==> src/rtl/urf_pkg.sv <==
`timescale 1ns / 1ps
// ----------------------------------------------------------------------------
// urf_pkg: shared types and constants of the unsigned radix formatter
// Conversion codes, segment codes, ASCII constants, the command and status
// structs between controller and datapath, and the digit character function.
// ----------------------------------------------------------------------------
package urf_pkg;

    // Conversion codes of the func field
    localparam logic [2:0] FUNC_BIN = 3'd0;
    localparam logic [2:0] FUNC_OCT = 3'd1;
    localparam logic [2:0] FUNC_DEC = 3'd2;
    localparam logic [2:0] FUNC_HEXL = 3'd3;
    localparam logic [2:0] FUNC_HEXU = 3'd4;

    // Truncation codes of the size_mode field
    localparam logic [1:0] SIZE_8 = 2'd0;
    localparam logic [1:0] SIZE_16 = 2'd1;
    localparam logic [1:0] SIZE_32 = 2'd2;
    localparam logic [1:0] SIZE_64 = 2'd3;

    // ASCII characters
    localparam logic [7:0] CHAR_NUL = 8'h00;
    localparam logic [7:0] CHAR_SPACE = 8'h20;
    localparam logic [7:0] CHAR_ZERO = 8'h30;
    localparam logic [7:0] CHAR_A_UPPER = 8'h41;
    localparam logic [7:0] CHAR_A_LOWER = 8'h61;
    localparam logic [7:0] CHAR_X_UPPER = 8'h58;
    localparam logic [7:0] CHAR_X_LOWER = 8'h78;

    // Digit slots of the left-aligned digit register
    localparam int DIG_W = 80;
    localparam int BIN_W = 64;
    localparam int BCD_DIGITS = 20;
    localparam logic [6:0] SLOTS_BIN = 7'd64;
    localparam logic [6:0] SLOTS_OCT = 7'd22;
    localparam logic [6:0] SLOTS_HEX = 7'd16;
    localparam logic [6:0] SLOTS_DEC = 7'd20;

    // Output segments, in emission order
    typedef logic [2:0] t_seg;
    localparam t_seg SEG_NONE = 3'd0;
    localparam t_seg SEG_LEAD = 3'd1;
    localparam t_seg SEG_PFX = 3'd2;
    localparam t_seg SEG_ZERO = 3'd3;
    localparam t_seg SEG_DIGS = 3'd4;
    localparam t_seg SEG_TRAIL = 3'd5;
    localparam t_seg SEG_MARK = 3'd6;

    typedef struct packed {
        logic load;
        logic conv_step;
        logic norm_step;
        logic setup;
        logic pop;
        t_seg emit_seg;
    } t_cmd;

    typedef struct packed {
        logic marker;
        logic decimal;
        logic conv_done;
        logic norm_done;
        logic seg_empty;
    } t_status;

    function automatic logic [7:0] f_digit_char(input logic [3:0] digit, input logic upper);
        logic [7:0] base;
        base = upper ? CHAR_A_UPPER : CHAR_A_LOWER;
        if (digit < 4'd10) begin
            f_digit_char = CHAR_ZERO + {4'd0, digit};
        end else begin
            f_digit_char = base + {4'd0, digit} - 8'd10;
        end
    endfunction

endpackage

==> src/rtl/urf_ctrl.sv <==
`timescale 1ns / 1ps
// ----------------------------------------------------------------------------
// urf_ctrl: sequencer of the unsigned radix formatter
// Steps one word through load, conversion, normalization, sizing and the
// five output segments, issuing commands to the datapath.
// ----------------------------------------------------------------------------
module urf_ctrl (
    input  logic                i_clk,
    input  logic                i_rst_n,
    input  logic                i_in_valid,
    input  logic                i_out_ready,
    input  urf_pkg::t_status    i_status,
    output urf_pkg::t_cmd       o_cmd,
    output logic                o_in_ready,
    output logic                o_out_valid
);

    localparam logic [3:0] S_IDLE  = 4'd0;
    localparam logic [3:0] S_START = 4'd1;
    localparam logic [3:0] S_CONV  = 4'd2;
    localparam logic [3:0] S_NORM  = 4'd3;
    localparam logic [3:0] S_SETUP = 4'd4;
    localparam logic [3:0] S_LEAD  = 4'd5;
    localparam logic [3:0] S_PFX   = 4'd6;
    localparam logic [3:0] S_ZERO  = 4'd7;
    localparam logic [3:0] S_DIGS  = 4'd8;
    localparam logic [3:0] S_TRAIL = 4'd9;
    localparam logic [3:0] S_MARK  = 4'd10;

    logic [3:0] r_state;
    logic [3:0] n_state;

    always_ff @(posedge i_clk) begin
        if (!i_rst_n) begin
            r_state <= S_IDLE;
        end else begin
            r_state <= n_state;
        end
    end

    always_comb begin
        n_state = r_state;
        o_cmd = '0;
        o_cmd.emit_seg = urf_pkg::SEG_NONE;
        o_in_ready = 1'b0;
        o_out_valid = 1'b0;
        unique case (r_state)
            S_IDLE: begin
                o_in_ready = 1'b1;
                if (i_in_valid) begin
                    o_cmd.load = 1'b1;
                    n_state = S_START;
                end
            end
            S_START: begin
                if (i_status.marker) begin
                    n_state = S_MARK;
                end else if (i_status.decimal) begin
                    n_state = S_CONV;
                end else begin
                    n_state = S_NORM;
                end
            end
            S_CONV: begin
                if (i_status.conv_done) begin
                    n_state = S_NORM;
                end else begin
                    o_cmd.conv_step = 1'b1;
                end
            end
            S_NORM: begin
                if (i_status.norm_done) begin
                    n_state = S_SETUP;
                end else begin
                    o_cmd.norm_step = 1'b1;
                end
            end
            S_SETUP: begin
                o_cmd.setup = 1'b1;
                n_state = S_LEAD;
            end
            S_LEAD: begin
                o_cmd.emit_seg = urf_pkg::SEG_LEAD;
                if (i_status.seg_empty) begin
                    n_state = S_PFX;
                end else begin
                    o_out_valid = 1'b1;
                    o_cmd.pop = i_out_ready;
                end
            end
            S_PFX: begin
                o_cmd.emit_seg = urf_pkg::SEG_PFX;
                if (i_status.seg_empty) begin
                    n_state = S_ZERO;
                end else begin
                    o_out_valid = 1'b1;
                    o_cmd.pop = i_out_ready;
                end
            end
            S_ZERO: begin
                o_cmd.emit_seg = urf_pkg::SEG_ZERO;
                if (i_status.seg_empty) begin
                    n_state = S_DIGS;
                end else begin
                    o_out_valid = 1'b1;
                    o_cmd.pop = i_out_ready;
                end
            end
            S_DIGS: begin
                o_cmd.emit_seg = urf_pkg::SEG_DIGS;
                if (i_status.seg_empty) begin
                    n_state = S_TRAIL;
                end else begin
                    o_out_valid = 1'b1;
                    o_cmd.pop = i_out_ready;
                end
            end
            S_TRAIL: begin
                o_cmd.emit_seg = urf_pkg::SEG_TRAIL;
                if (i_status.seg_empty) begin
                    n_state = S_IDLE;
                end else begin
                    o_out_valid = 1'b1;
                    o_cmd.pop = i_out_ready;
                end
            end
            S_MARK: begin
                o_cmd.emit_seg = urf_pkg::SEG_MARK;
                o_out_valid = 1'b1;
                if (i_out_ready) begin
                    o_cmd.pop = 1'b1;
                    n_state = S_IDLE;
                end
            end
            default: n_state = S_IDLE;
        endcase
    end

endmodule

==> config.mk <==
export PLATFORM = sky130hd
export DESIGN_NAME = urf_ctrl
export DESIGN_NICKNAME = d
export VERILOG_FILES = /design/src/rtl/urf_pkg.sv /design/src/rtl/urf_ctrl.sv
export SDC_FILE = /design/constraint.sdc
export NUM_CORES = 1
export LEC_CHECK = 0
export BUFFER_PORTS_ARGS = -buffer_cell sky130_fd_sc_hd__buf_2
export CAP_MARGIN = 0
export CORE_AREA = 2 2 39 41
export DETAILED_ROUTE_END_ITERATION = 8
export DIE_AREA = 0 0 41 43
export GPL_TIMING_DRIVEN = 0
export HOLD_SLACK_MARGIN = 0.03
export SKIP_LAST_GASP = 1
export SLEW_MARGIN = 20
export SYNTH_ARGS = -nofsm -noshare
export SYNTH_HDL_FRONTEND = slang
export SYNTH_SLANG_ARGS = --single-unit
export TNS_END_PERCENT = 50
==> constraint.sdc <==
create_clock -name i_clk -period 3.1 [get_ports i_clk]
set_clock_uncertainty 0.05 [all_clocks]
set_input_delay 0.31 -clock i_clk [delete_from_list [all_inputs] [get_ports i_clk]]
set_output_delay 0.31 -clock i_clk [all_outputs]
set_load 0.01 [all_outputs]
==> impl.org <==
** Outcome
- The flow ran to the end, and the final reports show no timing, DRC or antenna violations.

** Worst setup path
- Counting stages on the worst path, the most repeated cell is sky130_fd_sc_hd__o2bb2ai_1.
- The cell family contributing the most delay on the critical path is simple AND/OR/NAND/NOR gates.
- Setup crit start kind :: flip-flop
- Worst path required time :: 2.74 ns
- STA classifies the critical path endpoint as an output port.
- Maximum net fanout on the critical path :: 5
- Buf+Inv Stages, Crit Path :: 1
- Critical path arrival :: 1.47 ns
- Crit path max-delay cell type :: sky130_fd_sc_hd__dfxtp_1
- Slowest stage delay, CP :: 0.39 ns
- Path length in cells of the critical path :: 5
- Worst setup path category :: flip-flop to output port
- The number of cells on the worst reg-to-reg path is 4.
- Walking the worst path, the cells encountered are nor2b_1, o2bb2ai_1, o2bb2ai_1, and2_1, buf_2.

** Route
- The first routing iteration left 13 violations.
- DRC Markers :: 0
- Post-route ant nets :: 0
- Summing over every cut layer, the via total after detailed routing is 526.
- Vias per inst :: 5.42
- Pre-antenna DRT Iters :: 4
- The final layout contains routed wiring with a total length of 1130 microns.
- Detail-routed net length per standard cell :: 11.6 microns

** STA
- Maximum clock frequency :: 545 MHz
- Final setup fails :: 0
- The worst pin sits at a relative slew slack of 0.709.
- Share of the clock period used by the worst path after layout :: 0.592
- Setup repair after global routing left no endpoint under its margin.
- Subtracting the final worst setup slack from the clock period gives 1.83 ns.
- The count of final hold-check violations came to 0.
- Number of max-slew violations in the final report :: 0
- Adding up every negative setup slack in the final design gives 0 ns.
- For the pin with the worst max-slew slack, the measured transition is 0.436 ns.

** Yosys
- Of the synthesized area, sequential elements account for 0.175.
- Post-synth EDFFs :: 0
- Unique masters post-synth :: 33
- Counting flops and latches in the post-synthesis netlist gives 4.
- For this run, asynchronously set or reset flops after synthesis account for 0.
- Largest area contributor in the netlist :: sky130_fd_sc_hd__dfxtp_1
- Cell types with the largest area share after synthesis :: sky130_fd_sc_hd__dfxtp_1 18%, sky130_fd_sc_hd__mux2i_1 4.4%, sky130_fd_sc_hd__nand2b_1 4.1%, sky130_fd_sc_hd__nor2_1 4.1%, sky130_fd_sc_hd__nor2b_1 4.1%
- Counting every instance in the synthesized netlist gives 60.
- Cell area after synthesis :: 457 sq um
- Primary FF master, synth :: sky130_fd_sc_hd__dfxtp_1
- After synthesis, the mean cell area works out to 7.61 sq um.
- Of the post-synthesis cell area, the dominant cell type holds 0.175.
- Syn Nets :: 69
- Ys Warns :: 0

** Global routing
- Vias in the first global route :: 456
- In the global route stage, overall resource usage came out at 0.145.
- Global-route wire length before repair :: 1830 microns
- Entering global routing, the biggest net connects 11 pins.
- The initial antenna violation count is 0.
- Global route overflow :: 0

** Floorplan
- Area of the core :: 0.00138 sq mm
- Row generation in the floorplan step produced 14 rows.
- I/O Pins :: 19
- The die covers 0.00176 sq mm.
- The die is 43 microns tall.
- Die Wd :: 41 microns
- The initial utilization of the core area, before any placement, comes to 0.330.

** Clocking
- Post-CTS setup repair buffer count :: 0
- TritonCTS built the clock tree.
- Clock Latency Late Sink :: 0.23 ns
- The tree is rooted in a sky130_fd_sc_hd__clkbuf_4.
- Number of CTS-inserted buffers :: 3
- The clock passes through at most 2 buffers.
- Level count of the clock H-tree :: 1
- For this design, the CTS-stage hold fixing added 0 buffers.
- Clock-pin slew reported for the worst setup and hold paths after clock tree synthesis :: 0.04 ns
- The clock drives 4 sinks.
- Cells resized by post-CTS repair :: 0

** Placed design
- Placed cell area :: 567 sq um
- Final RePlAce weighted congestion :: 0.743
- Port buffering added 18 buffers.
- The number of placed instances, taps included, is 94.
- Detailed placement ended at an HPWL of 879 microns.

** Finish
- The repair_antennas step left the layout with diodes totalling 0.
- The library cell used most frequently in the layout, excluding fill and tap cells, is sky130_fd_sc_hd__buf_2.
- The library cells used most frequently in the layout, excluding fill and tap cells, are 21 x sky130_fd_sc_hd__buf_2, 5 x sky130_fd_sc_hd__nor2_1, 4 x sky130_fd_sc_hd__inv_1, 4 x sky130_fd_sc_hd__dfxtp_1.
- The area growth from synthesis to layout is 29.0%.
- Of the cells placed in the final design, the portion with a size suffix greater than 1 is 0.370.
- Post-route cell area :: 589 sq um
- Final standard cell count with taps included and fillers excluded :: 97
- Number of flip-flops in the largest register :: 4
- In the final layout, the registers with the most flip-flops are r_state x4.
- For this run, the post-layout net count is 92.
- The register with the most flip-flops in the final layout is r_state.
- Core Util, Final :: 0.426

** Power and ir drop
- Power density over cell area :: 803 mW/mm^2
- Static leakage :: 0.275 nW
- Maximum vdd ir drop :: 0.279 mV

** Hold path
- The tightest min-delay check is of the primary input to flip-flop type.
- Hold-critical path depth :: 3

** Run
- Across the run, the number of max-cap violations was 0.
final timing paths:
check / slack [ns] / from / endpoint
worst max-delay path: 1.27 / r_state[2] / o_cmd[3]
worst min-delay path: 0.32 / i_rst_n / r_state[3]
worst max register to register: 1.72 / r_state[0] / r_state[1]
worst min register to register: 0.69 / r_state[2] / r_state[0]
logic make-up after synthesis:
family,after synthesis,share of synthesized area
AND/OR/NAND/NOR,26,0.345
AO/OA/AOI/OAI,19,0.337
buffers and inverters,9,0.0986
flip-flops,4,0.175
multiplexers,2,0.0438
cell type report:
type / instances / area, sq um
multi-input combinational: 47 / 332
sequential: 4 / 80.1
tap: 16 / 20.0
timing repair buffer: 18 / 90.1
inverter: 4 / 15.0
clock buffer: 3 / 22.5
fill: 154 / 795
buffer: 5 / 30.0
layer usage:
metal	global-route usage	vias up	wire length [microns]
li1	-	265	-
met1	0.200	248	516
met2	0.228	13	580
met3	0.0157	0	31
met4	0.0400	0	0
met5	0	-	0
synthesized netlist by cell type, types with 2 or more instances:
library cell,n
sky130_fd_sc_hd__a21oi_1,3
sky130_fd_sc_hd__nand2_1,2
sky130_fd_sc_hd__buf_2,3
sky130_fd_sc_hd__and2_1,2
sky130_fd_sc_hd__nor3b_1,2
sky130_fd_sc_hd__nand3b_1,2
sky130_fd_sc_hd__nor2b_1,3
sky130_fd_sc_hd__a31oi_1,2
sky130_fd_sc_hd__o2bb2ai_1,2
sky130_fd_sc_hd__o21a_1,2
sky130_fd_sc_hd__nor4_1,2
sky130_fd_sc_hd__nand2b_1,3
sky130_fd_sc_hd__inv_1,4
sky130_fd_sc_hd__nor2_1,5
sky130_fd_sc_hd__dfxtp_1,4
sky130_fd_sc_hd__mux2i_1,2
per-stage QoR:
step / hold WS (ns) / power (W) / setup slack, ns
floorplan: 0.410 / 0.000331 / 1.48
global placement: 0.540 / 0.000410 / 1.50
detailed placement: 0.547 / 0.000410 / 1.49
CTS: 0.310 / 0.000474 / 1.25
global route: 0.338 / 0.000514 / 1.14
finish: 0.316 / 0.000473 / 1.27
worst min-delay path: stages:
cell	delay, ns
sky130_fd_sc_hd__buf_2	0.11
sky130_fd_sc_hd__nand2_1	0.06
sky130_fd_sc_hd__mux2i_1	0.06
report_power, final:
group          internal, W  switching (W)  total (W)
Combinational     0.000144       0.000177   0.000320
Clock            0.0000431      0.0000185  0.0000616
Sequential       0.0000698      0.0000216  0.0000913
Total             0.000257       0.000217   0.000473
(Power assumes the default switching activity.)
