## src/rtl/urf_pkg.sv

```systemverilog
`timescale 1ns / 1ps
// ----------------------------------------------------------------------------
// urf_pkg: shared types and constants of the unsigned radix formatter
// Conversion codes, segment codes, ASCII constants, the command and status
// structs between controller and datapath, and the digit character function.
// ----------------------------------------------------------------------------
package urf_pkg;

    // Conversion codes of the func field
    localparam logic [2:0] FUNC_BIN = 3'd0;
    localparam logic [2:0] FUNC_OCT = 3'd1;
    localparam logic [2:0] FUNC_DEC = 3'd2;
    localparam logic [2:0] FUNC_HEXL = 3'd3;
    localparam logic [2:0] FUNC_HEXU = 3'd4;

    // Truncation codes of the size_mode field
    localparam logic [1:0] SIZE_8 = 2'd0;
    localparam logic [1:0] SIZE_16 = 2'd1;
    localparam logic [1:0] SIZE_32 = 2'd2;
    localparam logic [1:0] SIZE_64 = 2'd3;

    // ASCII characters
    localparam logic [7:0] CHAR_NUL = 8'h00;
    localparam logic [7:0] CHAR_SPACE = 8'h20;
    localparam logic [7:0] CHAR_ZERO = 8'h30;
    localparam logic [7:0] CHAR_A_UPPER = 8'h41;
    localparam logic [7:0] CHAR_A_LOWER = 8'h61;
    localparam logic [7:0] CHAR_X_UPPER = 8'h58;
    localparam logic [7:0] CHAR_X_LOWER = 8'h78;

    // Digit slots of the left-aligned digit register
    localparam int DIG_W = 80;
    localparam int BIN_W = 64;
    localparam int BCD_DIGITS = 20;
    localparam logic [6:0] SLOTS_BIN = 7'd64;
    localparam logic [6:0] SLOTS_OCT = 7'd22;
    localparam logic [6:0] SLOTS_HEX = 7'd16;
    localparam logic [6:0] SLOTS_DEC = 7'd20;

    // Output segments, in emission order
    typedef logic [2:0] t_seg;
    localparam t_seg SEG_NONE = 3'd0;
    localparam t_seg SEG_LEAD = 3'd1;
    localparam t_seg SEG_PFX = 3'd2;
    localparam t_seg SEG_ZERO = 3'd3;
    localparam t_seg SEG_DIGS = 3'd4;
    localparam t_seg SEG_TRAIL = 3'd5;
    localparam t_seg SEG_MARK = 3'd6;

    typedef struct packed {
        logic load;
        logic conv_step;
        logic norm_step;
        logic setup;
        logic pop;
        t_seg emit_seg;
    } t_cmd;

    typedef struct packed {
        logic marker;
        logic decimal;
        logic conv_done;
        logic norm_done;
        logic seg_empty;
    } t_status;

    function automatic logic [7:0] f_digit_char(input logic [3:0] digit, input logic upper);
        logic [7:0] base;
        base = upper ? CHAR_A_UPPER : CHAR_A_LOWER;
        if (digit < 4'd10) begin
            f_digit_char = CHAR_ZERO + {4'd0, digit};
        end else begin
            f_digit_char = base + {4'd0, digit} - 8'd10;
        end
    endfunction

endpackage

```

## src/rtl/urf_datapath.sv

```systemverilog
`timescale 1ns / 1ps
// ----------------------------------------------------------------------------
// urf_datapath: digit conversion and segment counters
// Holds the spec, runs double-dabble for decimal, strips leading zero digits,
// sizes the output segments and forms the current output character.
// ----------------------------------------------------------------------------
module urf_datapath #(
    parameter int MAX_FIELD_WIDTH = 64,
    parameter int MAX_PRECISION = 60
) (
    input  logic                i_clk,
    input  urf_pkg::t_cmd       i_cmd,
    output urf_pkg::t_status    o_status,
    input  logic [63:0]         i_value,
    input  logic [2:0]          i_func,
    input  logic [1:0]          i_size_mode,
    input  logic                i_alternate,
    input  logic                i_zero_pad,
    input  logic                i_left_adjust,
    input  logic signed [6:0]   i_precision,
    input  logic [6:0]          i_min_width,
    output logic [7:0]          o_out_char,
    output logic                o_last,
    output logic                o_empty_res
);

    logic [urf_pkg::DIG_W-1:0]  r_dig;
    logic [urf_pkg::BIN_W-1:0]  r_bin;
    logic [6:0]                 r_iter;
    logic [6:0]                 r_slots;
    logic [6:0]                 r_prec;
    logic [6:0]                 r_width;
    logic [6:0]                 r_lead_cnt;
    logic [6:0]                 r_zero_cnt;
    logic [6:0]                 r_trail_cnt;
    logic [1:0]                 r_pfx_cnt;
    logic [2:0]                 r_kind;
    logic                       r_has_prec;
    logic                       r_alt;
    logic                       r_lead_zero;
    logic                       r_left;
    logic                       r_nonzero;
    logic                       r_upper;
    logic                       r_pfx_hex;
    logic                       r_marker;

    // Load-time decode
    logic [63:0]                value_t;
    logic [63:0]                bin_load;
    logic [6:0]                 iter_load;
    logic [2:0]                 kind;
    logic [6:0]                 prec_in;
    logic [6:0]                 prec_sat;
    logic [6:0]                 width_sat;

    always_comb begin
        unique case (i_size_mode)
            urf_pkg::SIZE_8: begin
                value_t = {56'd0, i_value[7:0]};
                bin_load = {i_value[7:0], 56'd0};
                iter_load = 7'd8;
            end
            urf_pkg::SIZE_16: begin
                value_t = {48'd0, i_value[15:0]};
                bin_load = {i_value[15:0], 48'd0};
                iter_load = 7'd16;
            end
            urf_pkg::SIZE_32: begin
                value_t = {32'd0, i_value[31:0]};
                bin_load = {i_value[31:0], 32'd0};
                iter_load = 7'd32;
            end
            default: begin
                value_t = i_value;
                bin_load = i_value;
                iter_load = 7'd64;
            end
        endcase
    end

    always_comb begin
        unique case (i_func)
            urf_pkg::FUNC_BIN, urf_pkg::FUNC_OCT, urf_pkg::FUNC_HEXL,
            urf_pkg::FUNC_HEXU: kind = i_func;
            default:            kind = urf_pkg::FUNC_DEC;
        endcase
    end

    assign prec_in = {1'b0, i_precision[5:0]};
    assign prec_sat = (prec_in > 7'(MAX_PRECISION)) ? 7'(MAX_PRECISION) : prec_in;
    assign width_sat = (i_min_width > 7'(MAX_FIELD_WIDTH)) ? 7'(MAX_FIELD_WIDTH)
                                                           : i_min_width;

    // Double-dabble adjust, one pass over independent BCD digits
    logic [urf_pkg::DIG_W-1:0] bcd_adj;

    always_comb begin
        for (int k = 0; k < urf_pkg::BCD_DIGITS; k++) begin
            bcd_adj[k*4 +: 4] = (r_dig[k*4 +: 4] >= 4'd5) ? r_dig[k*4 +: 4] + 4'd3
                                                          : r_dig[k*4 +: 4];
        end
    end

    // Top digit and one-digit shift of the left-aligned digit register
    logic [3:0]                top_digit;
    logic [urf_pkg::DIG_W-1:0] dig_shift;

    always_comb begin
        unique case (r_kind)
            urf_pkg::FUNC_BIN: begin
                top_digit = {3'd0, r_dig[79]};
                dig_shift = {r_dig[78:0], 1'b0};
            end
            urf_pkg::FUNC_OCT: begin
                top_digit = {1'b0, r_dig[79:77]};
                dig_shift = {r_dig[76:0], 3'd0};
            end
            default: begin
                top_digit = r_dig[79:76];
                dig_shift = {r_dig[75:0], 4'd0};
            end
        endcase
    end

    // Segment sizing
    logic       is_hex;
    logic       prec_gt;
    logic [6:0] zero_len;
    logic [1:0] pfx_len;
    logic [6:0] body_len;
    logic [7:0] total_len;
    logic [6:0] pad_len;

    assign is_hex = (r_kind == urf_pkg::FUNC_HEXL) || (r_kind == urf_pkg::FUNC_HEXU);
    assign prec_gt = r_has_prec && (r_prec > r_slots);
    assign zero_len = prec_gt ? r_prec - r_slots : 7'd0;
    assign body_len = prec_gt ? r_prec : r_slots;

    always_comb begin
        pfx_len = 2'd0;
        if (r_alt && r_nonzero) begin
            if (is_hex) begin
                pfx_len = 2'd2;
            end else if (r_kind == urf_pkg::FUNC_OCT && !prec_gt) begin
                pfx_len = 2'd1;
            end
        end
    end

    assign total_len = {1'b0, body_len} + {6'd0, pfx_len};
    assign pad_len = ({1'b0, r_width} > total_len) ? r_width - total_len[6:0] : 7'd0;

    always_ff @(posedge i_clk) begin
        if (i_cmd.load) begin
            r_kind <= kind;
            r_upper <= (i_func == urf_pkg::FUNC_HEXU);
            r_has_prec <= !i_precision[6];
            r_prec <= prec_sat;
            r_width <= width_sat;
            r_alt <= i_alternate;
            r_lead_zero <= i_precision[6] && i_zero_pad;
            r_left <= i_left_adjust;
            r_nonzero <= (value_t != 64'd0);
            r_marker <= !i_precision[6] && (prec_sat == 7'd0) && (value_t == 64'd0);
            r_bin <= bin_load;
            r_iter <= iter_load;
            unique case (kind)
                urf_pkg::FUNC_BIN, urf_pkg::FUNC_HEXL, urf_pkg::FUNC_HEXU: begin
                    r_dig <= {value_t, 16'd0};
                    r_slots <= (kind == urf_pkg::FUNC_BIN) ? urf_pkg::SLOTS_BIN
                                                           : urf_pkg::SLOTS_HEX;
                end
                urf_pkg::FUNC_OCT: begin
                    r_dig <= {2'd0, value_t, 14'd0};
                    r_slots <= urf_pkg::SLOTS_OCT;
                end
                default: begin
                    r_dig <= '0;
                    r_slots <= urf_pkg::SLOTS_DEC;
                end
            endcase
        end
        if (i_cmd.conv_step) begin
            r_dig <= {bcd_adj[78:0], r_bin[63]};
            r_bin <= {r_bin[62:0], 1'b0};
            r_iter <= r_iter - 7'd1;
        end
        if (i_cmd.norm_step) begin
            r_dig <= dig_shift;
            r_slots <= r_slots - 7'd1;
        end
        if (i_cmd.setup) begin
            r_zero_cnt <= zero_len;
            r_pfx_cnt <= pfx_len;
            r_pfx_hex <= (pfx_len == 2'd2);
            r_lead_cnt <= r_left ? 7'd0 : pad_len;
            r_trail_cnt <= r_left ? pad_len : 7'd0;
        end
        if (i_cmd.pop) begin
            case (i_cmd.emit_seg)
                urf_pkg::SEG_LEAD:  r_lead_cnt <= r_lead_cnt - 7'd1;
                urf_pkg::SEG_PFX:   r_pfx_cnt <= r_pfx_cnt - 2'd1;
                urf_pkg::SEG_ZERO:  r_zero_cnt <= r_zero_cnt - 7'd1;
                urf_pkg::SEG_DIGS: begin
                    r_dig <= dig_shift;
                    r_slots <= r_slots - 7'd1;
                end
                urf_pkg::SEG_TRAIL: r_trail_cnt <= r_trail_cnt - 7'd1;
                default: ;
            endcase
        end
    end

    // Current output word and status
    always_comb begin
        o_out_char = urf_pkg::CHAR_NUL;
        o_last = 1'b0;
        o_empty_res = 1'b0;
        o_status.marker = r_marker;
        o_status.decimal = (r_kind == urf_pkg::FUNC_DEC);
        o_status.conv_done = (r_iter == 7'd0);
        o_status.norm_done = !((top_digit == 4'd0) && (r_slots != 7'd1));
        o_status.seg_empty = 1'b1;
        case (i_cmd.emit_seg)
            urf_pkg::SEG_LEAD: begin
                o_out_char = r_lead_zero ? urf_pkg::CHAR_ZERO : urf_pkg::CHAR_SPACE;
                o_status.seg_empty = (r_lead_cnt == 7'd0);
            end
            urf_pkg::SEG_PFX: begin
                if (r_pfx_cnt == 2'd1 && r_pfx_hex) begin
                    o_out_char = r_upper ? urf_pkg::CHAR_X_UPPER : urf_pkg::CHAR_X_LOWER;
                end else begin
                    o_out_char = urf_pkg::CHAR_ZERO;
                end
                o_status.seg_empty = (r_pfx_cnt == 2'd0);
            end
            urf_pkg::SEG_ZERO: begin
                o_out_char = urf_pkg::CHAR_ZERO;
                o_status.seg_empty = (r_zero_cnt == 7'd0);
            end
            urf_pkg::SEG_DIGS: begin
                o_out_char = urf_pkg::f_digit_char(top_digit, r_upper);
                o_last = (r_slots == 7'd1) && (r_trail_cnt == 7'd0);
                o_status.seg_empty = (r_slots == 7'd0);
            end
            urf_pkg::SEG_TRAIL: begin
                o_out_char = urf_pkg::CHAR_SPACE;
                o_last = (r_trail_cnt == 7'd1);
                o_status.seg_empty = (r_trail_cnt == 7'd0);
            end
            urf_pkg::SEG_MARK: begin
                o_last = 1'b1;
                o_empty_res = 1'b1;
                o_status.seg_empty = 1'b0;
            end
            default: ;
        endcase
    end

endmodule

```

## config.mk

```make
export PLATFORM = sky130hd
export DESIGN_NAME = urf_datapath
export DESIGN_NICKNAME = d
export VERILOG_FILES = /design/src/rtl/urf_pkg.sv /design/src/rtl/urf_datapath.sv
export SDC_FILE = /design/constraint.sdc
export NUM_CORES = 1
export LEC_CHECK = 0
export ABC_AREA = 0
export BUFFER_PORTS_ARGS = -buffer_cell sky130_fd_sc_hd__buf_2
export CORE_MARGIN = 2
export CORE_UTILIZATION = 29
export CTS_CLUSTER_SIZE = 30
export DETAILED_ROUTE_END_ITERATION = 8
export SLEW_MARGIN = 10
export SYNTH_ARGS = -nofsm -noshare
export SYNTH_HDL_FRONTEND = slang
export SYNTH_SLANG_ARGS = --single-unit
export TNS_END_PERCENT = 30
```

## constraint.sdc

```tcl
create_clock -name i_clk -period 6.39 [get_ports i_clk]
set_clock_uncertainty 0.1 [all_clocks]
set_input_delay 0.639 -clock i_clk [delete_from_list [all_inputs] [get_ports i_clk]]
set_output_delay 0.639 -clock i_clk [all_outputs]
set_load 0.1 [all_outputs]
```

==> metrics.yaml, run 1 <==
rr_startpoint: "r_slots[2]"
cp-end-kind: "flip-flop"
startpoint: "r_slots[2]"
io_pins: 110
overflow: 0
worstSetupPathType: "reg2reg"
max_freq_ghz: 0.208
cts_tree: "yes"
netlist.area_leader.share: 0.182
hold_viol_final: 0
p_leak_uw: 0.00664
htreeDepth: 1
startpoint_type: "flip-flop"
clk_latency_ps: 580
crit_arrival_ps: 5180
hold_class: "in2reg"
path_clk_slew_ps: 60
place_ws_ps: 1700
fin_crit_sh: 0.753
postRouteAntennaNets: 0
irDropWorstVdd_v: 0.000173
synth_area_um2: 15500
rsz0062_at_grt: "no"
worst_slack_ps: 1580
slew_viol_final: 0
crit_fanout: 13
ys_types: 74
p_total_uw: 5360
vias: 14700
synth_nets: 2043
layout_min_cycle_time_ps: 4810
cts_root_buf: "clkbuf_16"
place.gp.congestion: 0.884
dp_hpwl_um: 33600
worst_slew_pin_slew_ps: 1180
grt_first_pass_wirelength_um: 79900
final_common_cell: "nand2_1"
row_count: 84
p_per_area_nw_per_um2: 313
hold_buffers: 0
layout_common_cells: "227 x nand2_1, 162 x o21ai_0, 120 x nor2_1, 111 x dfxtp_1, 110 x a21oi_1"
cts_made_buffers: 26
die_y_um: 235
setup_viol: 0
cts_resized: 0
min_from: "i_left_adjust"
grt_max_degree: 84
outcome: "complete, no violations"
core_area_um2: 52800
drive_above_1_share: 0.113
fin_nets: 2012
areaGrowthSynthToFinish_pct: 10.6
wl_per_cell_um: 19.8
syn_area_per_cell_um2: 8.26
cts_buffer_depth: 3
relSlewSlack: 0.206
fp.dieArea_um2: 55400
async_flop_share: 0
max_cap_violations: 0
yosys.area.top_type: "edfxtp_1"
whs_ps: 166
grt_antenna_before_repair: 1
ys.flop_type: "dfxtp_1"
initialDrtViolationCount: 1531
fin_util: 0.325
crit_required_ps: 6760
post_cts_buffers: 0
synth_edf_count: 94
fp.dieW_um: 235
syn_inst: 1878
viasPerCell: 5.76
drt-pass1-iter-count: 6
drc: 0
io_buffers: 108
yosysSeqAreaShare: 0.325
ys_warn_count: 0
cts.sinks: 205
grt_pass1_vias: 13900
initial_core_util: 0.294
synth_seq_cells: 205
grt_use_total: 0.177
finalSetupTns_ps: 0
drt_wl_total_um: 50500
synth_area_leaders: "edfxtp_1 18%, dfxtp_1 14%, mux2i_1 6.3%"
==> final timing paths <==
| check | depth (start not counted) | slack [ps] | end |
|---|---|---|---|
| max | 18 | 1580 | r_lead_cnt[5] |
| min | 1 | 170 | r_left |
| max reg2reg | 18 | 1580 | r_lead_cnt[5] |
| min reg2reg | 2 | 400 | r_zero_cnt[6] |
==> per-layer routing <==
metal | GRT usage | vias up | part of all wire
met2 | 0.281 | 674 | 0.45
met4 | 0.0591 | 0 | 0.034
met5 | 0 | - | 0
met3 | 0.0242 | 105 | 0.078
met1 | 0.247 | 7046 | 0.44
li1 | - | 6903 | -
==> report_power, final <==
part / switching [uW] / internal (uW)
Sequential: 365 / 1630
Clock: 640 / 834
Combinational: 1090 / 805
Total: 2090 / 3270
==> layout make-up <==
type                       instances  area (um^2)
antenna                            1         2.50
clock buffer                      30          666
clock inverter                    18          170
fill                            5531        35600
inverter                          74          278
multi-input combinational       1416         9460
sequential                       205         5040
tap                              688          861
timing repair buffer             124          667
==> sequential cells by signal, indices dropped and copies added, names as in the netlist, 7 cells and up <==
name	flops
r_iter	7
r_dig	80
r_zero_cnt	7
r_bin	64
r_lead_cnt	7
r_slots	7
r_trail_cnt	7
r_width	7
==> metrics by stage <==
| stage | area (um^2) | std cells |
|---|---|---|
| after global routing | 17200 | 2556 |
| after CTS | 17200 | 2555 |
| after floorplan | 15500 | 1878 |
| after detailed placement | 16300 | 2507 |
| final | 17200 | 2556 |
| after global placement | 16300 | 2507 |
==> critical path, stage by stage, from the launching register on <==
cell and delay [ps]:
dfxtp_1 510, inv_1 120, ha_1 380, a21oi_1 270, a21oi_1 130, o221a_2 370
o21ai_0 390, ha_1 310, a21o_1 240, nand2_1 100, xor2_1 150, nor2_1 50
a21oi_1 170, ha_1 310, nand4_1 120, o21ai_0 130, nor2_1 410, o21ai_0 250
o221ai_1 220
==> synth_stat cells, types with 4 or more instances <==
cell type / count
nand3b_1: 5
xnor2_1: 32
a211oi_1: 32
a2bb2oi_1: 8
a222oi_1: 21
nor2b_1: 15
xor2_1: 15
nor3b_1: 8
o21ai_0: 162
o221ai_1: 5
o31ai_1: 8
and3_1: 8
o21ai_1: 10
edfxtp_1: 94
nand2b_1: 35
nand4_1: 8
nor4_1: 19
a22oi_1: 72
mux2i_1: 98
clkbuf_1: 123
mux2_2: 14
a21o_1: 11
nor3_1: 29
a32oi_1: 5
buf_1: 16
or2_2: 5
nand3_1: 20
buf_4: 4
nor2_1: 123
mux4_2: 8
or3_1: 4
a21oi_1: 111
a31oi_1: 24
a311oi_1: 4
ha_1: 67
and2_1: 12
nand2_1: 227
o211ai_1: 51
a22o_1: 57
dfxtp_1: 111
a31o_2: 9
buf_2: 37
a221oi_1: 23
inv_1: 72
==> cells by family after synthesis <==
family                     Yosys count  share of synthesized area
other                                1                   0.000242
and+or+nand+nor                    535                      0.159
AOI/OAI and AO/OA                  643                      0.278
buffers and inverters              257                     0.0676
muxes                              120                     0.0850
adders and majority gates           70                     0.0579
DFF                                205                      0.325
xor gates and xnor gates            47                     0.0265
Note: power is estimated with default switching activity, not from simulation.
==> run 2: changes to the inputs <==
--- a/config.mk
+++ b/config.mk
@@ -5,7 +5,7 @@
 export SDC_FILE = /design/constraint.sdc
 export NUM_CORES = 1
 export LEC_CHECK = 0
-export ABC_AREA = 0
+export ABC_AREA = 1
 export BUFFER_PORTS_ARGS = -buffer_cell sky130_fd_sc_hd__buf_2
 export CORE_MARGIN = 2
 export CORE_UTILIZATION = 29
==> constraint.sdc (replaced) <==
create_clock -name i_clk -period 4.85 [get_ports i_clk]
set_clock_uncertainty 0.1 [all_clocks]
set_input_delay 0.485 -clock i_clk [delete_from_list [all_inputs] [get_ports i_clk]]
set_output_delay 0.485 -clock i_clk [all_outputs]
set_load 0.1 [all_outputs]
==> metrics.yaml, run 2 <==
grt_antenna_before_repair: 0  # was 1
synth_seq_cells: 205  # unchanged
overflow: 0  # unchanged
synth_area_um2: 14800  # was 15,500 um^2
placed_cells: 2670  # was 2,507
post_cts_buffers: 0  # unchanged
switching_share: 0.401  # was 0.390
seqPwrFrac: 0.362  # was 0.372
wl_per_cell_um: 18.0  # was 19.8 um
htreeDepth: 1  # unchanged
rsz0062_at_grt: "no"  # unchanged
synth_area_leaders: "edfxtp_1 19%, dfxtp_1 15%, inv_1 7.8%"  # was edfxtp_1 18%, dfxtp_1 14%, mux2i_1 6.3%
synth_common_cells: "305 x inv_1, 280 x nand2_1, 185 x a21oi_1, 175 x o21ai_0, 123 x o22ai_1"  # was 227 x nand2_1, 162 x o21ai_0, 123 x clkbuf_1, 123 x nor2_1
hold_class: "in2reg"  # unchanged
p_int_uw: 4060  # was 3270 uW
fin_crit_sh: 0.904  # was 0.753
grt_max_degree: 79  # was 84
p_per_area_nw_per_um2: 408  # was 313 nW/um^2
fp.dieW_um: 230  # was 235 um
finalSetupTns_ps: 0  # unchanged
layout_min_cycle_time_ps: 4390  # was 4810 ps
whs_ps: 38.6  # was 166 ps
syn_inst: 1991  # was 1,878
netlist.area_leader.share: 0.191  # was 0.182
vias: 14900  # was 14,700
fillCellCount: 5420  # was 5,531
crit_required_ps: 5220  # was 6760 ps
max_freq_ghz: 0.228  # was 0.208 GHz
synth_edf_count: 94  # unchanged
yosysSeqAreaShare: 0.342  # was 0.325
fin_area_um2: 16600  # was 17,200 um^2
async_flop_share: 0  # unchanged
ys_warn_count: 0  # unchanged
setup_viol: 0  # unchanged
io_buffers: 108  # unchanged
slew_viol_final: 0  # unchanged
multi_input_area_um2: 8040  # was 9460 um^2
place_ws_ps: 514  # was 1700 ps
initialDrtViolationCount: 1332  # was 1,531
relSlewSlack: 0.340  # was 0.206
yosys.area.top_type: "edfxtp_1"  # unchanged
p_leak_uw: 0.00701  # was 0.00664 uW
top_regs: "r_dig x80, r_bin x64"  # unchanged
outcome: "complete, no violations"  # unchanged
die_y_um: 230  # was 235 um
initial_core_util: 0.294  # about the same
fin_cells: 2718  # was 2,556
max_cap_violations: 0  # unchanged
row_count: 82  # was 84
worstSetupPathType: "reg2reg"  # unchanged
ys.flop_type: "dfxtp_1"  # unchanged
startpoint_type: "flip-flop"  # unchanged
layout_common_cells: "305 x inv_1, 279 x nand2_1, 185 x a21oi_1, 175 x o21ai_0, 123 x o22ai_1"  # was 227 x nand2_1, 162 x o21ai_0, 120 x nor2_1, 111 x dfxtp_1, 110 x a21oi_1
worst_slew_pin_slew_ps: 989  # was 1180 ps
yosysMostFrequentCell: "inv_1"  # was nand2_1
cts_made_buffers: 25  # was 26
grt_pass1_vias: 14200  # was 13,900
n_antenna_cell: 0  # was 1
ys_types: 51  # was 74
fp.dieArea_um2: 52700  # was 55,400 um^2
final_common_cell: "inv_1"  # was nand2_1
cts_tree: "yes"  # unchanged
cp-end-kind: "flip-flop"  # unchanged
dp_hpwl_um: 34300  # was 33,600 um
largest_register_ffs: 80  # unchanged
postRouteAntennaNets: 0  # unchanged
grt_first_pass_wirelength_um: 77400  # was 79,900 um
path_clk_slew_ps: 60  # about the same
cts_buffer_depth: 3  # unchanged
ff_latch_area_um2: 5040  # unchanged
crit_fanout: 14  # was 13
cts_root_buf: "clkbuf_16"  # unchanged
clockPowerShare: 0.265  # was 0.275
switchingPower_uw: 2720  # was 2090 uW
cts.sinks: 205  # unchanged
comb_power_share: 0.373  # was 0.353
synth_nets: 2156  # was 2,043
viasPerCell: 5.50  # was 5.76
place.gp.congestion: 0.905  # was 0.884
cts_resized: 0  # unchanged
core_area_um2: 50200  # was 52,800 um^2
drt_wl_total_um: 48800  # was 50,500 um
syn_area_per_cell_um2: 7.41  # was 8.26 um^2
irDropWorstVdd_v: 0.000234  # was 0.000173 V
clk_latency_ps: 570  # was 580 ps
drc: 0  # unchanged
hold_viol_final: 0  # unchanged
largest-register: "r_dig"  # unchanged
drive_above_1_share: 0.0943  # was 0.113
areaGrowthSynthToFinish_pct: 12.8  # was 10.6%
grt_use_total: 0.179  # was 0.177
drt-pass1-iter-count: 6  # unchanged
io_pins: 110  # unchanged
worst_slack_ps: 463  # was 1580 ps
fin_nets: 2192  # was 2,012
crit_arrival_ps: 4760  # was 5180 ps
placed_area_um2: 15900  # was 16,300 um^2
==> run 2: what timing repair did <==
action                                  in CTS  in global routing
hold endpoints to repair                     2                  0
hold buffers                                 2                  0
endpoints found under the setup margin       0                  0
==> run 2: power by group through the flow <==
stage | combinational (uW) | sequential, uW | clock (uW)
after floorplan | 1940 | 2390 | 0
after global placement | 2460 | 2470 | 0
after detailed placement | 2500 | 2480 | 0
after CTS | 2520 | 2450 | 1840
after global routing | 2870 | 2500 | 1910
final | 2530 | 2460 | 1800
==> run 2: routing by layer <==
layer / vias to the layer above / part of all wire / routed length [um] / track usage
met1: 7096 / 0.42 / 20800 / 0.233
li1: 7107 / - / - / -
met4: 0 / 0.036 / 1770 / 0.0609
met2: 613 / 0.47 / 23000 / 0.303
met5: - / 0 / 0 / 0
met3: 127 / 0.068 / 3310 / 0.0235
==> run 2: cell families after synthesis <==
| family | Yosys count | synth area share |
|---|---|---|
| compound gates | 687 | 0.291 |
| other cells | 1 | 0.000254 |
| simple gates | 539 | 0.158 |
| fa+ha+maj | 70 | 0.0609 |
| flops | 205 | 0.342 |
| buf+inv | 434 | 0.114 |
| mux | 2 | 0.00136 |
| xor+xnor | 53 | 0.0315 |
==> run 2: final timing paths <==
| kind | from | to | slack [ps] | cells after the start |
|---|---|---|---|---|
| max | r_slots[3] | r_trail_cnt[6] | 460 | 20 |
| min | i_min_width[6] | r_width[6] | 40 | 1 |
| max reg2reg | r_slots[3] | r_trail_cnt[6] | 460 | 20 |
| min reg2reg | r_slots[1] | r_slots[1] | 370 | 2 |
==> run 2: area by class of cell <==
class / instances / area share
clock buffer: 40 / 0.0434
clock inverter: 6 / 0.00248
inverter: 315 / 0.0712
multi-input combinational: 1352 / 0.483
sequential: 205 / 0.303
tap: 672 / 0.0505
timing repair buffer: 128 / 0.0465
==> run 2: worst max-delay path, stage by stage, from the launching register on <==
cell and delay (ps):
dfxtp_1 390, inv_1 90, ha_1 360, nand2_1 130, nor2_1 90, a21boi_4 230, nand2_4 130, nand4_1 120
inv_1 60, ha_1 220, fa_1 490, xor2_1 190, ha_1 420, inv_1 60, nor3_1 190, nand2_1 70
nand3_1 120, a21oi_1 90, nor2_2 410, nand4_1 180, a21oi_1 160
==> run 2: metrics by stage <==
step           total power, uW   util
3_5_place_dp              4980  0.316
3_3_place_gp              4930  0.316
2_1_floorplan             4330      -
6_report                  6790  0.332
5_1_grt                   7280  0.332
4_1_cts                   6800  0.332
==> run 3: changes to the inputs <==
==> constraint.sdc (replaced) <==
create_clock -name i_clk -period 5.3 [get_ports i_clk]
set_clock_uncertainty 0.1 [all_clocks]
set_input_delay 0.53 -clock i_clk [delete_from_list [all_inputs] [get_ports i_clk]]
set_output_delay 0.53 -clock i_clk [all_outputs]
set_load 0.1 [all_outputs]
==> metrics.yaml, run 3 (synthesis results as in run 2) <==
path_clk_slew_ps: 70  # was 60 ps
crit_arrival_ps: 4770  # was 4760 ps
fin_area_um2: 16700  # was 16,600 um^2
core_area_um2: 50200  # unchanged
overflow: 0  # unchanged
fillCellCount: 5328  # was 5,420
io_buffers: 108  # unchanged
initial_core_util: 0.294  # unchanged
slew_viol_final: 0  # unchanged
max_cap_violations: 0  # unchanged
seqPwrFrac: 0.345  # was 0.362
post_cts_buffers: 0  # unchanged
fp.dieW_um: 230  # unchanged
rrSetupSlack_ps: 900  # was 460 ps
cts_made_buffers: 24  # was 25
hold_buffers: 0  # was 2
io_pins: 110  # unchanged
crit_fanout: 14  # unchanged
fp.dieArea_um2: 52700  # unchanged
layout_common_cells: "305 x inv_1, 279 x nand2_1, 185 x a21oi_1, 175 x o21ai_0, 123 x o22ai_1"  # unchanged
die_y_um: 230  # unchanged
viasPerCell: 5.48  # was 5.50
cts.sinks: 205  # unchanged
cts_buffer_depth: 3  # unchanged
max_freq_ghz: 0.227  # was 0.228 GHz
p_int_uw: 4000  # was 4060 uW
cp-end-kind: "flip-flop"  # unchanged
htreeDepth: 1  # unchanged
n_antenna_cell: 0  # unchanged
dp_hpwl_um: 33900  # was 34,300 um
clockPowerShare: 0.302  # was 0.265
layout_min_cycle_time_ps: 4400  # was 4390 ps
drt_wl_total_um: 48600  # was 48,800 um
cts_root_buf: "clkbuf_16"  # unchanged
fin_crit_sh: 0.830  # was 0.904
grt_antenna_before_repair: 0  # unchanged
irDropWorstVdd_v: 0.000248  # was 0.000234 V
grt_max_degree: 84  # was 79
outcome: "complete, no violations"  # unchanged
worst_slew_pin_slew_ps: 1110  # was 989 ps
switchingPower_uw: 2520  # was 2720 uW
hold_class: "in2reg"  # unchanged
drive_above_1_share: 0.0961  # was 0.0943
drt-pass1-iter-count: 5  # was 6
cts_tree: "yes"  # unchanged
place.gp.congestion: 0.906  # was 0.905
rsz0062_at_grt: "no"  # unchanged
drc: 0  # unchanged
row_count: 82  # unchanged
whs_ps: 72.1  # was 38.6 ps
comb_power_share: 0.353  # was 0.373
initialDrtViolationCount: 1272  # was 1,332
startpoint_type: "flip-flop"  # unchanged
cts_resized: 0  # unchanged
hold_viol_final: 0  # unchanged
fin_nets: 2186  # was 2,192
largest-register: "r_dig"  # unchanged
top_regs: "r_dig x80, r_bin x64"  # unchanged
place_ws_ps: 928  # was 514 ps
p_leak_uw: 0.00704  # was 0.00701 uW
grt_pass1_vias: 14000  # was 14,200
grt_use_total: 0.178  # was 0.179
placed_area_um2: 15800  # was 15,900 um^2
largest_register_ffs: 80  # unchanged
switching_share: 0.386  # was 0.401
relSlewSlack: 0.260  # was 0.340
finalSetupTns_ps: 0  # unchanged
wl_per_cell_um: 17.9  # was 18.0 um
crit_required_ps: 5670  # was 5220 ps
worstSetupPathType: "reg2reg"  # unchanged
worst_slack_ps: 899  # was 463 ps
clk_latency_ps: 560  # was 570 ps
p_per_area_nw_per_um2: 391  # was 408 nW/um^2
final_common_cell: "inv_1"  # unchanged
setup_viol: 0  # unchanged
areaGrowthSynthToFinish_pct: 13.1  # was 12.8%
grt_first_pass_wirelength_um: 76800  # was 77,400 um
vias: 14900  # about the same
postRouteAntennaNets: 0  # unchanged
[run 3: changes by cell type in the layout (fill, tap and decap cells not counted), sizes merged]
cell	before	now
buf	126	123
bufinv	0	8
clkbuf	40	28
clkinv	8	9
clkinvlp	0	1
dlygate4sd3	2	0
[run 3: power by group through the flow]
stage / registers, uW / clock network, uW / logic (uW)
2_1_floorplan: 2180 / 0 / 1780
3_3_place_gp: 2260 / 0 / 2230
3_5_place_dp: 2270 / 0 / 2270
4_1_cts: 2240 / 2000 / 2290
5_1_grt: 2290 / 2050 / 2610
6_report: 2250 / 1970 / 2300
[run 3: final timing paths]
path	start	endpoint	depth (start not counted)
setup / recovery	r_slots[2]	r_trail_cnt[1]	21
hold / removal	i_alternate	r_alt	1
setup reg to reg	r_slots[2]	r_trail_cnt[1]	21
hold reg to reg	r_slots[1]	r_slots[1]	2
[run 3: metrics by stage]
stage,power [uW],instances,util
2_1_floorplan,3960,1991,-
3_3_place_gp,4500,2667,0.315
3_5_place_dp,4540,2667,0.315
4_1_cts,6520,2711,0.333
5_1_grt,6950,2711,0.333
6_report,6520,2711,0.333
[run 3: cell type report]
type                       instances  area, um^2  area share
clock buffer                      28         616      0.0369
clock inverter                    16         293      0.0175
inverter                         315        1180      0.0710
multi-input combinational       1352        8040       0.482
sequential                       205        5040       0.302
tap                              672         841      0.0504
timing repair buffer             123         671      0.0402
[run 3: per-layer routing]
metal  up-vias  routed length (um)  global-route usage
met4         0                1690              0.0623
met1      7096               20800               0.233
met3       106                3230              0.0264
met2       569               22900               0.299
met5         -                   0                   0
li1       7088                   -                   -
[run 3: critical path, cell delays in order, from the launching register on]
cell and delay (ps):
dfxtp_1 390, inv_1 100, ha_1 350, or2_2 300, nand3_1 100, nand2_2 110, nand2_4 150, nor2_1 50
a21oi_1 220, ha_1 280, a21oi_1 240, nor2_4 90, xor2_1 150, ha_1 370, inv_1 80, nor3_1 180
nand2_1 80, nand3_1 120, a21oi_1 90, nor2_2 420, nand4_1 180, a21oi_1 160
